--- src/rtl/ccd_pkg.sv ---
`default_nettype none
// ----------------------------------------------------------------------------
// Checked container deframer package
// Shared types, constants and the CRC-32 and header check functions.
// ----------------------------------------------------------------------------
package ccd_pkg;

  localparam int unsigned HDR_BYTES    = 32;
  localparam int unsigned CFG_IDX_BITS = 3;
  localparam int unsigned TDATA_BITS   = 152;

  localparam logic [31:0] CRC_POLY = 32'hEDB8_8320;
  localparam logic [31:0] CRC_ONES = 32'hFFFF_FFFF;

  typedef enum logic [2:0] {
    ST_OK      = 3'd0,
    ST_SHORT   = 3'd1,
    ST_MAGIC   = 3'd2,
    ST_VERSION = 3'd3,
    ST_TYPE    = 3'd4,
    ST_HDR_CRC = 3'd5,
    ST_PAY_CRC = 3'd6
  } status_e;

  typedef enum logic [CFG_IDX_BITS-1:0] {
    REG_MAGIC   = 3'd0,
    REG_VERSION = 3'd1,
    REG_TYPE_A  = 3'd2,
    REG_TYPE_B  = 3'd3,
    REG_TYPE_C  = 3'd4
  } cfg_reg_e;

  typedef struct packed {
    logic [31:0] magic;
    logic [7:0]  version;
    logic [7:0]  type_a;
    logic [7:0]  type_b;
    logic [7:0]  type_c;
  } cfg_t;

  typedef struct packed {
    logic        kind;
    logic [7:0]  payload;
    status_e     status;
    logic [63:0] orig_len;
    logic [63:0] pay_len;
    logic [7:0]  type_code;
  } result_t;

  function automatic logic [31:0] crc_byte(logic [31:0] crc_in, logic [7:0] data);
    logic [31:0] c;
    c = crc_in ^ {24'd0, data};
    for (int k = 0; k < 8; k++) begin
      c = c[0] ? ((c >> 1) ^ CRC_POLY) : (c >> 1);
    end
    return c;
  endfunction

  function automatic status_e hdr_status(cfg_t cfg, logic [31:0] magic, logic [7:0] ver,
                                         logic [7:0] typ, logic [31:0] crc_run,
                                         logic [31:0] crc_stored);
    status_e st;
    if (magic != cfg.magic) begin
      st = ST_MAGIC;
    end else if (ver != cfg.version) begin
      st = ST_VERSION;
    end else if (typ != cfg.type_a && typ != cfg.type_b && typ != cfg.type_c) begin
      st = ST_TYPE;
    end else if ((crc_run ^ CRC_ONES) != crc_stored) begin
      st = ST_HDR_CRC;
    end else begin
      st = ST_OK;
    end
    return st;
  endfunction

endpackage
`default_nettype wire

--- src/rtl/checked_container_deframer_core.sv ---
`default_nettype none
// ----------------------------------------------------------------------------
// Checked container deframer
// Checks a CRC-32 protected container byte by byte and forwards its payload.
// ----------------------------------------------------------------------------
//  Channel   Direction  Contents
//  s_axis    in         tdata: stream_byte; tlast: end_of_stream
//  m_axis    out        tuser: result_kind; tdata: payload and status record
//  cfg       in         write enable, register index, 32-bit write data
//
// One byte is taken every cycle while s_axis_tready is high.
// The byte is processed combinationally between the parser state and the
// result register, where the bytewise CRC step sets the path.
// A stalled result register holds s_axis_tready low only while it is full.
// Reset clears parser and result valid; each final byte clears the parser.
// ----------------------------------------------------------------------------
module checked_container_deframer_core #(
  parameter int unsigned POSITION_BITS = 32
) (
  input  wire logic                                    clk_i,
  input  wire logic                                    rst_ni,
  input  wire logic                                    s_axis_tvalid,
  output logic                                         s_axis_tready,
  // [7:0] stream_byte
  input  wire logic [7:0]                              s_axis_tdata,
  input  wire logic                                    s_axis_tlast,
  output logic                                         m_axis_tvalid,
  input  wire logic                                    m_axis_tready,
  // [7:0] payload_byte, [10:8] check_status, [74:11] original_length,
  // [138:75] payload_length, [146:139] type_code, [151:147] zero
  output logic [ccd_pkg::TDATA_BITS-1:0]               m_axis_tdata,
  // [0] result_kind
  output logic                                         m_axis_tuser,
  input  wire logic                                    cfg_we_i,
  input  wire logic [ccd_pkg::CFG_IDX_BITS-1:0]        cfg_index_i,
  input  wire logic [31:0]                             cfg_data_i
);

  ccd_pkg::cfg_t    cfg;
  ccd_pkg::result_t res;
  ccd_pkg::result_t out_res;
  logic             res_valid;
  logic             accept;

  assign accept = s_axis_tvalid && s_axis_tready;

  ccd_cfg_regs u_cfg (
    .clk_i       (clk_i),
    .rst_ni      (rst_ni),
    .cfg_we_i    (cfg_we_i),
    .cfg_index_i (cfg_index_i),
    .cfg_data_i  (cfg_data_i),
    .cfg_o       (cfg)
  );

  ccd_parser #(
    .POSITION_BITS (POSITION_BITS)
  ) u_parser (
    .clk_i       (clk_i),
    .rst_ni      (rst_ni),
    .accept_i    (accept),
    .byte_i      (s_axis_tdata),
    .last_i      (s_axis_tlast),
    .cfg_i       (cfg),
    .res_valid_o (res_valid),
    .res_o       (res)
  );

  ccd_out_reg u_out (
    .clk_i       (clk_i),
    .rst_ni      (rst_ni),
    .in_valid_i  (res_valid),
    .in_data_i   (res),
    .ready_o     (s_axis_tready),
    .out_valid_o (m_axis_tvalid),
    .out_ready_i (m_axis_tready),
    .out_data_o  (out_res)
  );

  assign m_axis_tuser = out_res.kind;
  assign m_axis_tdata = {5'd0, out_res.type_code, out_res.pay_len, out_res.orig_len,
                         out_res.status, out_res.payload};

`ifndef SYNTHESIS
  a_ready_when_empty: assert property (@(posedge clk_i) disable iff (!rst_ni)
    !m_axis_tvalid |-> s_axis_tready)
    else $error("input stalled while the result register is empty");

  a_last_gives_record: assert property (@(posedge clk_i) disable iff (!rst_ni)
    (s_axis_tvalid && s_axis_tready && s_axis_tlast) |=> (m_axis_tvalid && m_axis_tuser))
    else $error("final byte did not produce a status record");

  a_payload_fields_zero: assert property (@(posedge clk_i) disable iff (!rst_ni)
    (m_axis_tvalid && !m_axis_tuser) |-> (m_axis_tdata[151:8] == 144'd0))
    else $error("forwarded byte carries nonzero record fields");

  a_status_range: assert property (@(posedge clk_i) disable iff (!rst_ni)
    m_axis_tvalid |-> (m_axis_tdata[10:8] != 3'd7))
    else $error("status code out of range");
`endif

endmodule
`default_nettype wire

--- src/rtl/ccd_cfg_regs.sv ---
`default_nettype none
// ----------------------------------------------------------------------------
// Configuration registers
// Holds the expected magic, version and accepted type codes.
// ----------------------------------------------------------------------------
module ccd_cfg_regs (
  input  wire logic                               clk_i,
  input  wire logic                               rst_ni,
  input  wire logic                               cfg_we_i,
  input  wire logic [ccd_pkg::CFG_IDX_BITS-1:0]   cfg_index_i,
  input  wire logic [31:0]                        cfg_data_i,
  output ccd_pkg::cfg_t                           cfg_o
);

  ccd_pkg::cfg_t cfg_q, cfg_d;

  always_comb begin
    cfg_d = cfg_q;
    if (cfg_we_i) begin
      case (cfg_index_i)
        ccd_pkg::REG_MAGIC:   cfg_d.magic   = cfg_data_i;
        ccd_pkg::REG_VERSION: cfg_d.version = cfg_data_i[7:0];
        ccd_pkg::REG_TYPE_A:  cfg_d.type_a  = cfg_data_i[7:0];
        ccd_pkg::REG_TYPE_B:  cfg_d.type_b  = cfg_data_i[7:0];
        ccd_pkg::REG_TYPE_C:  cfg_d.type_c  = cfg_data_i[7:0];
        default:              cfg_d = cfg_q;
      endcase
    end
  end

  always_ff @(posedge clk_i or negedge rst_ni) begin
    if (!rst_ni) begin
      cfg_q.magic   <= 32'd0;
      cfg_q.version <= 8'd1;
      cfg_q.type_a  <= 8'd0;
      cfg_q.type_b  <= 8'd1;
      cfg_q.type_c  <= 8'd2;
    end else begin
      cfg_q <= cfg_d;
    end
  end

  assign cfg_o = cfg_q;

endmodule
`default_nettype wire

--- src/rtl/ccd_parser.sv ---
`default_nettype none
// ----------------------------------------------------------------------------
// Container parser
// Tracks the byte position, collects the header, runs both CRCs and forms
// one result per accepted byte where one is due.
// ----------------------------------------------------------------------------
module ccd_parser #(
  parameter int unsigned POSITION_BITS = 32
) (
  input  wire logic          clk_i,
  input  wire logic          rst_ni,
  input  wire logic          accept_i,
  input  wire logic [7:0]    byte_i,
  input  wire logic          last_i,
  input  wire ccd_pkg::cfg_t cfg_i,
  output logic               res_valid_o,
  output ccd_pkg::result_t   res_o
);

  localparam logic [POSITION_BITS-1:0] POS_MAX = {POSITION_BITS{1'b1}};
  localparam logic [POSITION_BITS-1:0] POS_HDR = POSITION_BITS'(ccd_pkg::HDR_BYTES);
  localparam logic [POSITION_BITS-1:0] POS_MIN_LAST = POSITION_BITS'(35);

  logic [POSITION_BITS-1:0] pos_q, pos_d;
  logic [31:0] magic_q, magic_d;
  logic [7:0]  ver_q, ver_d;
  logic [7:0]  type_q, type_d;
  logic [63:0] orig_q, orig_d;
  logic [63:0] len_q, len_d;
  logic [31:0] hcrc_st_q, hcrc_st_d;
  logic [31:0] hcrc_q, hcrc_d;
  logic [31:0] pcrc_q, pcrc_d;
  logic [31:0] pcrc_st_q, pcrc_st_d;

  logic                     in_hdr;
  logic [4:0]               hpos;
  logic [7:0]               crc_in;
  logic [POSITION_BITS-1:0] off;
  logic [64:0]              diff;
  logic                     in_payload;
  logic                     in_crc;
  logic                     below_end;
  logic                     forward;
  ccd_pkg::status_e         hdr_now;
  ccd_pkg::status_e         hdr_next;
  ccd_pkg::status_e         status;

  assign in_hdr     = pos_q < POS_HDR;
  assign hpos       = pos_q[4:0];
  assign crc_in     = (hpos == 5'd7 || hpos >= 5'd24) ? 8'd0 : byte_i;
  assign off        = pos_q - POS_HDR;
  assign diff       = {1'b0, 64'(off)} - {1'b0, len_q};
  assign in_payload = !in_hdr && diff[64];
  assign in_crc     = !in_hdr && !diff[64] && (diff[63:2] == 62'd0);
  assign below_end  = diff[64] || ((diff[63:2] == 62'd0) && (diff[1:0] != 2'd3));

  assign hdr_now = ccd_pkg::hdr_status(cfg_i, magic_q, ver_q, type_q, hcrc_q, hcrc_st_q);
  assign forward = in_payload && (hdr_now == ccd_pkg::ST_OK);

  always_comb begin
    magic_d   = magic_q;
    ver_d     = ver_q;
    type_d    = type_q;
    orig_d    = orig_q;
    len_d     = len_q;
    hcrc_st_d = hcrc_st_q;
    hcrc_d    = hcrc_q;
    pcrc_d    = pcrc_q;
    pcrc_st_d = pcrc_st_q;
    pos_d     = (pos_q != POS_MAX) ? pos_q + POSITION_BITS'(1) : pos_q;
    if (in_hdr) begin
      hcrc_d = ccd_pkg::crc_byte(hcrc_q, crc_in);
      if (hpos < 5'd4) begin
        magic_d = magic_q | (32'(byte_i) << {hpos[1:0], 3'b000});
      end else if (hpos == 5'd4) begin
        ver_d = byte_i;
      end else if (hpos == 5'd5) begin
        type_d = byte_i;
      end else if (hpos >= 5'd8 && hpos < 5'd16) begin
        orig_d = orig_q | (64'(byte_i) << {hpos[2:0], 3'b000});
      end else if (hpos >= 5'd16 && hpos < 5'd24) begin
        len_d = len_q | (64'(byte_i) << {hpos[2:0], 3'b000});
      end else if (hpos >= 5'd24 && hpos < 5'd28) begin
        hcrc_st_d = hcrc_st_q | (32'(byte_i) << {hpos[1:0], 3'b000});
      end
    end else if (in_payload) begin
      pcrc_d = ccd_pkg::crc_byte(pcrc_q, byte_i);
    end else if (in_crc) begin
      pcrc_st_d = pcrc_st_q | (32'(byte_i) << {diff[1:0], 3'b000});
    end
  end

  assign hdr_next = ccd_pkg::hdr_status(cfg_i, magic_d, ver_d, type_d, hcrc_d, hcrc_st_d);

  always_comb begin
    if (pos_q < POS_MIN_LAST) begin
      status = ccd_pkg::ST_SHORT;
    end else if (hdr_next != ccd_pkg::ST_OK) begin
      status = hdr_next;
    end else if (below_end) begin
      status = ccd_pkg::ST_SHORT;
    end else if ((pcrc_d ^ ccd_pkg::CRC_ONES) != pcrc_st_d) begin
      status = ccd_pkg::ST_PAY_CRC;
    end else begin
      status = ccd_pkg::ST_OK;
    end
  end

  always_comb begin
    res_valid_o = accept_i && (last_i || forward);
    if (last_i) begin
      res_o.kind      = 1'b1;
      res_o.payload   = 8'd0;
      res_o.status    = status;
      res_o.orig_len  = orig_d;
      res_o.pay_len   = len_d;
      res_o.type_code = type_d;
    end else begin
      res_o.kind      = 1'b0;
      res_o.payload   = byte_i;
      res_o.status    = ccd_pkg::ST_OK;
      res_o.orig_len  = 64'd0;
      res_o.pay_len   = 64'd0;
      res_o.type_code = 8'd0;
    end
  end

  always_ff @(posedge clk_i or negedge rst_ni) begin
    if (!rst_ni) begin
      pos_q     <= '0;
      magic_q   <= 32'd0;
      ver_q     <= 8'd0;
      type_q    <= 8'd0;
      orig_q    <= 64'd0;
      len_q     <= 64'd0;
      hcrc_st_q <= 32'd0;
      hcrc_q    <= ccd_pkg::CRC_ONES;
      pcrc_q    <= ccd_pkg::CRC_ONES;
      pcrc_st_q <= 32'd0;
    end else if (accept_i) begin
      if (last_i) begin
        pos_q     <= '0;
        magic_q   <= 32'd0;
        ver_q     <= 8'd0;
        type_q    <= 8'd0;
        orig_q    <= 64'd0;
        len_q     <= 64'd0;
        hcrc_st_q <= 32'd0;
        hcrc_q    <= ccd_pkg::CRC_ONES;
        pcrc_q    <= ccd_pkg::CRC_ONES;
        pcrc_st_q <= 32'd0;
      end else begin
        pos_q     <= pos_d;
        magic_q   <= magic_d;
        ver_q     <= ver_d;
        type_q    <= type_d;
        orig_q    <= orig_d;
        len_q     <= len_d;
        hcrc_st_q <= hcrc_st_d;
        hcrc_q    <= hcrc_d;
        pcrc_q    <= pcrc_d;
        pcrc_st_q <= pcrc_st_d;
      end
    end
  end

endmodule
`default_nettype wire

--- src/rtl/ccd_out_reg.sv ---
`default_nettype none
// ----------------------------------------------------------------------------
// Result register
// Holds one result until the downstream side takes it.
// ----------------------------------------------------------------------------
module ccd_out_reg (
  input  wire logic             clk_i,
  input  wire logic             rst_ni,
  input  wire logic             in_valid_i,
  input  wire ccd_pkg::result_t in_data_i,
  output logic                  ready_o,
  output logic                  out_valid_o,
  input  wire logic             out_ready_i,
  output ccd_pkg::result_t      out_data_o
);

  logic             valid_q;
  ccd_pkg::result_t data_q;

  assign ready_o = !valid_q || out_ready_i;

  always_ff @(posedge clk_i or negedge rst_ni) begin
    if (!rst_ni) begin
      valid_q <= 1'b0;
    end else if (ready_o) begin
      valid_q <= in_valid_i;
    end
  end

  always_ff @(posedge clk_i) begin
    if (ready_o && in_valid_i) begin
      data_q <= in_data_i;
    end
  end

  assign out_valid_o = valid_q;
  assign out_data_o  = data_q;

endmodule
`default_nettype wire

--- config.mk ---
export PLATFORM = sky130hd
export DESIGN_NAME = checked_container_deframer_core
export DESIGN_NICKNAME = d
export VERILOG_FILES = /design/src/rtl/ccd_pkg.sv /design/src/rtl/checked_container_deframer_core.sv /design/src/rtl/ccd_cfg_regs.sv /design/src/rtl/ccd_parser.sv /design/src/rtl/ccd_out_reg.sv
export SDC_FILE = /design/constraint.sdc
export NUM_CORES = 1
export LEC_CHECK = 0
export BUFFER_PORTS_ARGS = -buffer_cell sky130_fd_sc_hd__buf_2
export CAP_MARGIN = 15
export CORE_MARGIN = 2
export CORE_UTILIZATION = 44
export DETAILED_ROUTE_END_ITERATION = 10
export MAX_ROUTING_LAYER = met4
export SYNTH_ARGS = -nofsm -noshare
export SYNTH_HDL_FRONTEND = slang
export SYNTH_SLANG_ARGS = --single-unit
--- constraint.sdc ---
create_clock -name clk_i -period 17.9 [get_ports clk_i]
set_input_delay 1.79 -clock clk_i [delete_from_list [all_inputs] [get_ports clk_i]]
set_output_delay 1.79 -clock clk_i [all_outputs]
set_load 0.05 [all_outputs]
==> key figures, run 1 <==
Global routing
  – All-Layer GR Usage: 33.7%
  – Initial antenna violation count: 4
  – Global Route met1 Usage: approximately 46%
  – Grt ovf: 0
  – Vias in the first global route: ~26000
  – GR Layer Usage met2: about half
  – Met3 usage: 5.97%
  – First-pass GRT wire length: approximately 180000 um
  – Gr busiest metal: met2
  – Largest net degree at the start of global routing: 109

Synthesis
  – Cells after synthesis: between 3000 and 4000
  – Synth Cell Area: between 30000 and 40000 sq um
  – #FFs+latches synth: roughly 550
  – Synth unique cells: ~100
  – YS warnings: 0
  – Synth Flop Type: dfrtp_1
  – Register area share after synthesis: a little under half
  – Average size of a mapped cell: 9.21 sq um
  – Number of synthesized flops with an enable pin: roughly 150
  – Ys async rst share: roughly three quarters

Die
  – Initial Utilization: 44.6%
  – Die area: around 75000 sq um
  – I/O pin cnt: about 200
  – FP Rows: around 100
  – Chip Height: roughly 270 um
  – Die Wd: 274 um
  – Core area: between 70000 and 80000 sq um

Clock network
  – Clock Root Buffer: clkbuf_16
  – Worst-Skew Late Latency: about 0.65 ns
  – CTS resizes: 0
  – CTS sink count: between 500 and 600
  – Hold_buf cts: 0
  – CTS buffer count: 60
  – Setup bufs post-CTS: 0
  – # H-tree levels: 2
  – Clock Path Buffers: 3
  – Reg clk slew, reported paths: approximately 0.070 ns
  – CTS tree: built

Critical path
  – CP max FO: 13
  – CP arrival: between 8 and 9 ns
  – WP data required: between 15 and 20 ns
  – CP Capture Type: flip-flop
  – Startpoint Class: flip-flop
  – Crit Path Class: reg2reg

STA
  – RSZ-0062 raised after global routing: false
  – Worst Max-Slew Pin Slew: roughly 1.2 ns
  – Period minus WS final: ~7.7 ns
  – Fmax: between 100 and 150 MHz
  – Final worst setup slack: between 10 and 15 ns
  – Setup TNS: 0 ns
  – Fin Hold WS: ~0.48 ns
  – Post-route clock skew: 0.0160 ns
  – Fin. max-slew vios: 0
  – Tcrit/Tclk final: between 40% and 50%
  – Final Hold Viols: 0
  – Final count of negative-setup-slack endpoints: 0
  – Worst slew margin: 22.1%

Placed design
  – Hpwl dp: 88600 um
  – Input/output buffers: slightly below 200
  – RePlAce Congestion: between 1 and 1.5
  – Worst slack, placed: 10.33 ns

Drt
  – First-pass iteration count of the detailed router: 6
  – Drt initial violations: approximately 3200
  – Final wirelength: 124000 um
  – Post-route DRC: 0
  – DR WL/cell: 27.2 um
  – DRT antenna net count: 0
  – Via count: approximately 28000
  – Vias per cell: roughly 6

Finish
  – NumNets Final: 3656
  – Layout Utilization: around half
  – Most common cell after layout, fill and taps aside: nor2_1
  – Most frequent cells in the layout: nor2_1 (532), dfrtp_1 (334), nand2_1 (311)
  – Share of cells above drive strength 1: between 10% and 20%
  – Syn-to-layout area delta: 12.0%

Power and ir drop
  – Leakage power: between 10 and 15 nW
  – Peak VDD IR: 0.101 mV
  – PwrDens: roughly 120 nW/um^2

Job
  – # Max-Cap Violations: 0

Hold path
  – Hold/Removal Path Class: reg2reg

Run status
  – Status: finished, final reports clean
## cell families after synthesis
| logic type | Yosys count | synth area share (%) |
|---|---|---|
| simple gates | 1242 | 17.9 |
| compound gates | 822 | 15.4 |
| flops | 549 | 45.4 |
| xor+xnor | 411 | 11.8 |
| buf+inv | 296 | 3.86 |
| mux | 122 | 4.15 |
| fa+ha+maj | 37 | 1.47 |
| other cells | 1 | 0.0117 |
## cell type report
cell class,count,area [sq um]
repair buffers,256,1450
diodes,2,5.00
inverters,64,243
clock inverters,44,533
clock buffers,68,1570
fillers,6900,35900
well taps,950,1190
multi-input cells,2639,16400
flip-flops and latches,549,14600
## Yosys cell counts, drive strengths merged (7+ instances only)
library cell	number	area share [%]
buf	37	0.80
xor2	151	4.1
a21o	9	0.21
ha	36	1.4
o21ai	222	3.5
xnor3	11	0.77
dfstp	67	5.5
edfxtp	148	14
or3	15	0.29
dfrtp	334	26
or2	12	0.23
a31oi	41	0.80
o2111ai	10	0.27
o211ai	22	0.53
nand2	312	3.7
a211oi	14	0.33
nor2b	13	0.25
nor4	79	1.8
xnor2	248	6.8
a21oi	303	4.7
mux2	85	3.0
nor3	62	1.0
a311oi	7	0.25
nand2b	15	0.29
or4	18	0.47
o22ai	58	1.1
mux2i	37	1.2
clkbuf	195	2.3
o22a	24	0.66
o21a	16	0.37
nand4	58	1.1
nand3	49	0.76
and2	13	0.25
nor2	537	6.3
and3	27	0.53
a22oi	20	0.47
inv	64	0.75
## critical path: stages (launching register included)
cell,delay [ns]
dfrtp_1,0.45
nor3_1,0.61
nand4_1,0.45
or2_2,0.45
nand2b_1,0.19
nor4_1,0.25
xor2_1,0.12
ha_1,0.51
a21oi_1,0.17
o22ai_1,0.36
o21ai_0,0.35
or2_2,0.49
or4b_2,0.21
o311ai_0,0.25
nor3_1,0.28
nand4_1,0.23
nor3_2,0.90
nand2_1,0.32
nor4_2,0.74
a21oi_1,0.16
nor2_1,0.13
## power by group
group          switching, mW  total, mW  internal (mW)
Clock                  0.556       1.35          0.789
Sequential             0.156       1.58           1.43
Combinational          0.885       1.51          0.622
## per-stage QoR
stage	total power, mW	area, sq um	std cells
CTS	4.42	35900	4568
detailed placement	3.07	33800	4456
global route	4.61	35900	4572
floorplan	2.65	32100	3484
finish	4.44	35900	4572
global placement	3.07	33800	4456
## final timing paths
path / start / depth (start not counted) / to / slack (ns)
worst max-delay path: u_parser.pos_q[7] / 20 / u_parser.pcrc_st_q[31] / 10.16
worst min-delay path: u_parser.orig_q[44] / 2 / u_parser.orig_q[44] / 0.48
worst max register to register: u_parser.pos_q[7] / 20 / u_parser.pcrc_st_q[31] / 10.16
worst min register to register: u_parser.orig_q[44] / 2 / u_parser.orig_q[44] / 0.48
max in group asynchronous: rst_ni / 4 / u_cfg.cfg_o[9] / 13.64
min in group asynchronous: rst_ni / 1 / u_parser.pos_q[22] / 1.19
## metal layers
metal | vias up | wire (um)
met5 | - | 0
met4 | 0 | 6370
met3 | 320 | 10400
met2 | 1371 | 55000
met1 | 13791 | 52700
li1 | 12473 | -
## sequential cells by signal, indices dropped and copies added (netlist names), 64 cells and up
signal            flops
u_cfg.cfg_o          64
u_parser.len_q       64
u_parser.orig_q      64
u_out.out_data_o    148
(Power assumes the default switching activity.)
==> run 2, diff against run 1 <==
- clock period: 17.9 -> 6.4 ns (I/O delays scaled with it)
==> key figures, run 2 (synthesized netlist as in run 1, its figures left out) <==
Clock network
  – Clock Root Buffer: clkbuf_16 (unchanged)
  – Hold_buf cts: 0 (unchanged)
  – CTS sink count: 549 (unchanged)
  – CTS buffer count: 61 (was 60)
  – Reg clk slew, reported paths: 0.07 ns (about the same)
  – Clock Path Buffers: 3 (unchanged)
  – Worst-Skew Late Latency: 0.68 ns (was 0.65 ns)
  – # H-tree levels: 2 (unchanged)
  – CTS tree: built (unchanged)

Critical path
  – Reg2Reg Setup Slack: 0.08 ns (was 10.16 ns)
  – Worst Path Buf+Inv: 2 (was 0)
  – Crit Path Class: reg2reg (unchanged)
  – Crit-path max cell delay: 0.57 ns (was 0.90 ns)
  – Critical Path Most Common Cell: or4_4
  – CP Capture Type: flip-flop (unchanged)
  – WP depth: 23 (was 20)
  – Startpoint Class: flip-flop (unchanged)
  – Crit path from: u_parser.pos_q[17] (was u_parser.pos_q[7])
  – Cells along the critical path: or4_4 -> or4_4 -> or2_4 -> nand2b_4 -> nor2_2 -> xor2_2 -> ha_4 -> nand2_2 -> nor2_4 -> buf_4 -> nand2_1 -> o21ai_0 -> or4_1 -> or4_4 -> or4_4 -> or3_4 -> nor4_4 -> buf_4 -> and4_4 -> a31o_1 -> and4bb_1 -> a311oi_2 -> o21a_1 (was nor3_1 -> nand4_1 -> or2_2 -> nand2b_1 -> nor4_1 -> xor2_1 -> ha_1 -> a21oi_1 -> o22ai_1 -> o21ai_0 -> or2_2 -> or4b_2 -> o311ai_0 -> nor3_1 -> nand4_1 -> nor3_2 -> nand2_1 -> nor4_2 -> a21oi_1 -> nor2_1)
  – WP data required: 6.84 ns (was 18.46 ns)
  – CP arrival: 6.75 ns (was 8.30 ns)
  – Slowest cell on crit path: or4_4 (was nor3_2)
  – CP delay by family, top: simple AND/OR/NAND/NOR gates (unchanged)
  – CP max FO: 7 (was 13)
  – Reg-to-reg startpoint: u_parser.pos_q[17] (was u_parser.pos_q[7])
  – Reg2Reg Capture Point: u_out.out_data_o[138] (was u_parser.pcrc_st_q[31])
  – Worst Setup EP: u_out.out_data_o[138] (was u_parser.pcrc_st_q[31])
  – FF-to-FF path depth: 23 (was 20)

Global routing
  – Vias in the first global route: 27204 (was 26415)
  – First-pass GRT wire length: 186000 um (was 182000 um)
  – Initial antenna violation count: 6 (was 4)
  – Grt ovf: 0 (unchanged)
  – All-Layer GR Usage: 34.4% (was 33.7%)
  – Largest net degree at the start of global routing: 149 (was 109)

Power and ir drop
  – Leakage power: 15.4 nW (was 14.4 nW)
  – PwrDens: 331 nW/um^2 (was 124 nW/um^2)
  – Peak VDD IR: 0.311 mV (was 0.101 mV)
  – Total Power: 12.5 mW (was 4.44 mW)

STA
  – Fmax: 158 MHz (was 129 MHz)
  – Period minus WS final: 6.32 ns (was 7.74 ns)
  – Worst slew margin: 20.0% (was 22.1%)
  – Setup TNS: 0 ns (unchanged)
  – Fin. max-slew vios: 0 (unchanged)
  – Final count of negative-setup-slack endpoints: 0 (unchanged)
  – Worst Max-Slew Pin Slew: 1.19 ns (was 1.17 ns)
  – RSZ-0062 raised after global routing: true (was false)
  – Final Hold Viols: 0 (unchanged)
  – Tcrit/Tclk final: 98.7% (was 43.3%)
  – Post-route clock skew: 0.0398 ns (was 0.0160 ns)

Die
  – Die Wd: 274 um (unchanged)
  – Initial Utilization: 44.6% (unchanged)
  – Chip Height: 274 um (unchanged)
  – FP Rows: 98 (unchanged)
  – Core area: 71900 sq um (unchanged)
  – Die area: 75000 sq um (unchanged)
  – I/O pin cnt: 204 (unchanged)

Drt
  – DR WL/cell: 26.8 um (was 27.2 um)
  – DRT antenna net count: 0 (unchanged)
  – Vias per cell: 6.02 (was 6.11)
  – Via count: 28623 (was 27955)
  – Drt initial violations: 3479 (was 3229)
  – Final wirelength: 128000 um (was 124000 um)
  – First-pass iteration count of the detailed router: 7 (was 6)
  – Post-route DRC: 0 (unchanged)

Finish
  – NumNets Final: 3834 (was 3656)
  – Share of cells above drive strength 1: 21.5% (was 15.7%)
  – Most frequent cells in the layout: nor2_1 (523), dfrtp_1 (333), nand2_1 (305) (was nor2_1 (532), dfrtp_1 (334), nand2_1 (311))
  – Syn-to-layout area delta: 17.7% (was 12.0%)
  – Final Cell Area: 37700 sq um (was 35900 sq um)
  – Largest register FFs: 148 (unchanged)
  – Most common cell after layout, fill and taps aside: nor2_1 (unchanged)

Placed design
  – Dpl cell area: 35100 sq um (was 33800 sq um)
  – Input/output buffers: 198 (unchanged)
  – Hpwl dp: 91700 um (was 88600 um)
  – RePlAce Congestion: 1.02 (about the same)

Run status
  – Status: finished, final reports clean (unchanged)

Job
  – # Max-Cap Violations: 0 (unchanged)

Hold path
  – Hold/Removal Path Class: in2async (was reg2reg)
## run 2: area by class of cell
cell class	instances	area, sq um
clock buffers	76	1620
fillers	6767	34100
repair buffers	433	2850
flip-flops and latches	549	14600
clock inverters	40	452
diodes	5	12.5
inverters	64	243
multi-input cells	2639	16800
well taps	950	1190
## run 2: worst min path at each step
stage                          end  slack, ns  depth (start not counted)
3_3_place_gp   u_parser.orig_q[63]       0.46                          2
4_1_cts            u_cfg.cfg_o[49]       0.06                          1
2_1_floorplan       u_cfg.cfg_o[0]       0.34                          0
3_5_place_dp   u_parser.orig_q[16]       0.47                          2
5_1_grt        u_parser.orig_q[58]       0.09                          1
6_report       u_parser.orig_q[58]       0.01                          1
## run 2: layer usage
| layer | global-route usage, % | routed length (um) |
|---|---|---|
| met1 | 45.9 | 54000 |
| met2 | 51.1 | 56300 |
| met3 | 6.77 | 11000 |
| met4 | 14.2 | 6220 |
| met5 | - | 0 |
## run 2: worst register-to-register path, stage by stage, from the launching register on
cell and delay, ns:
dfrtp_1 0.37, or4_4 0.55, or4_4 0.57, or2_4 0.31, nand2b_4 0.18, nor2_2 0.15
xor2_2 0.20, ha_4 0.26, nand2_2 0.11, nor2_4 0.07, buf_4 0.13, nand2_1 0.08
o21ai_0 0.08, or4_1 0.48, or4_4 0.50, or4_4 0.42, or3_4 0.35, nor4_4 0.26
buf_4 0.17, and4_4 0.22, a31o_1 0.14, and4bb_1 0.22, a311oi_2 0.11, o21a_1 0.18
## run 2: where the power goes
part	switching (mW)	leakage (nW)	internal [mW]
registers	0.416	6.65	3.99
clock network	1.56	1.00	2.13
logic	2.58	7.72	1.81
## run 2: what timing repair did
item | CTS | global route
gates resized for setup | 4 | 90
pin swaps | 2 | 40
endpoints found under the setup margin | 2 | 25
buffers inserted | 3 | 15
## run 2: metrics by stage
stage	setup slack [ns]	hold WS [ns]	utilization [%]	std cells
after floorplan	0.00321	0.344	-	3484
after global placement	-0.197	0.462	48.8	4616
after detailed placement	-0.231	0.471	48.9	4617
after CTS	0.0102	0.0561	51.8	4736
after global routing	-0.115	0.0886	52.5	4755
final	0.0848	0.0102	52.5	4756
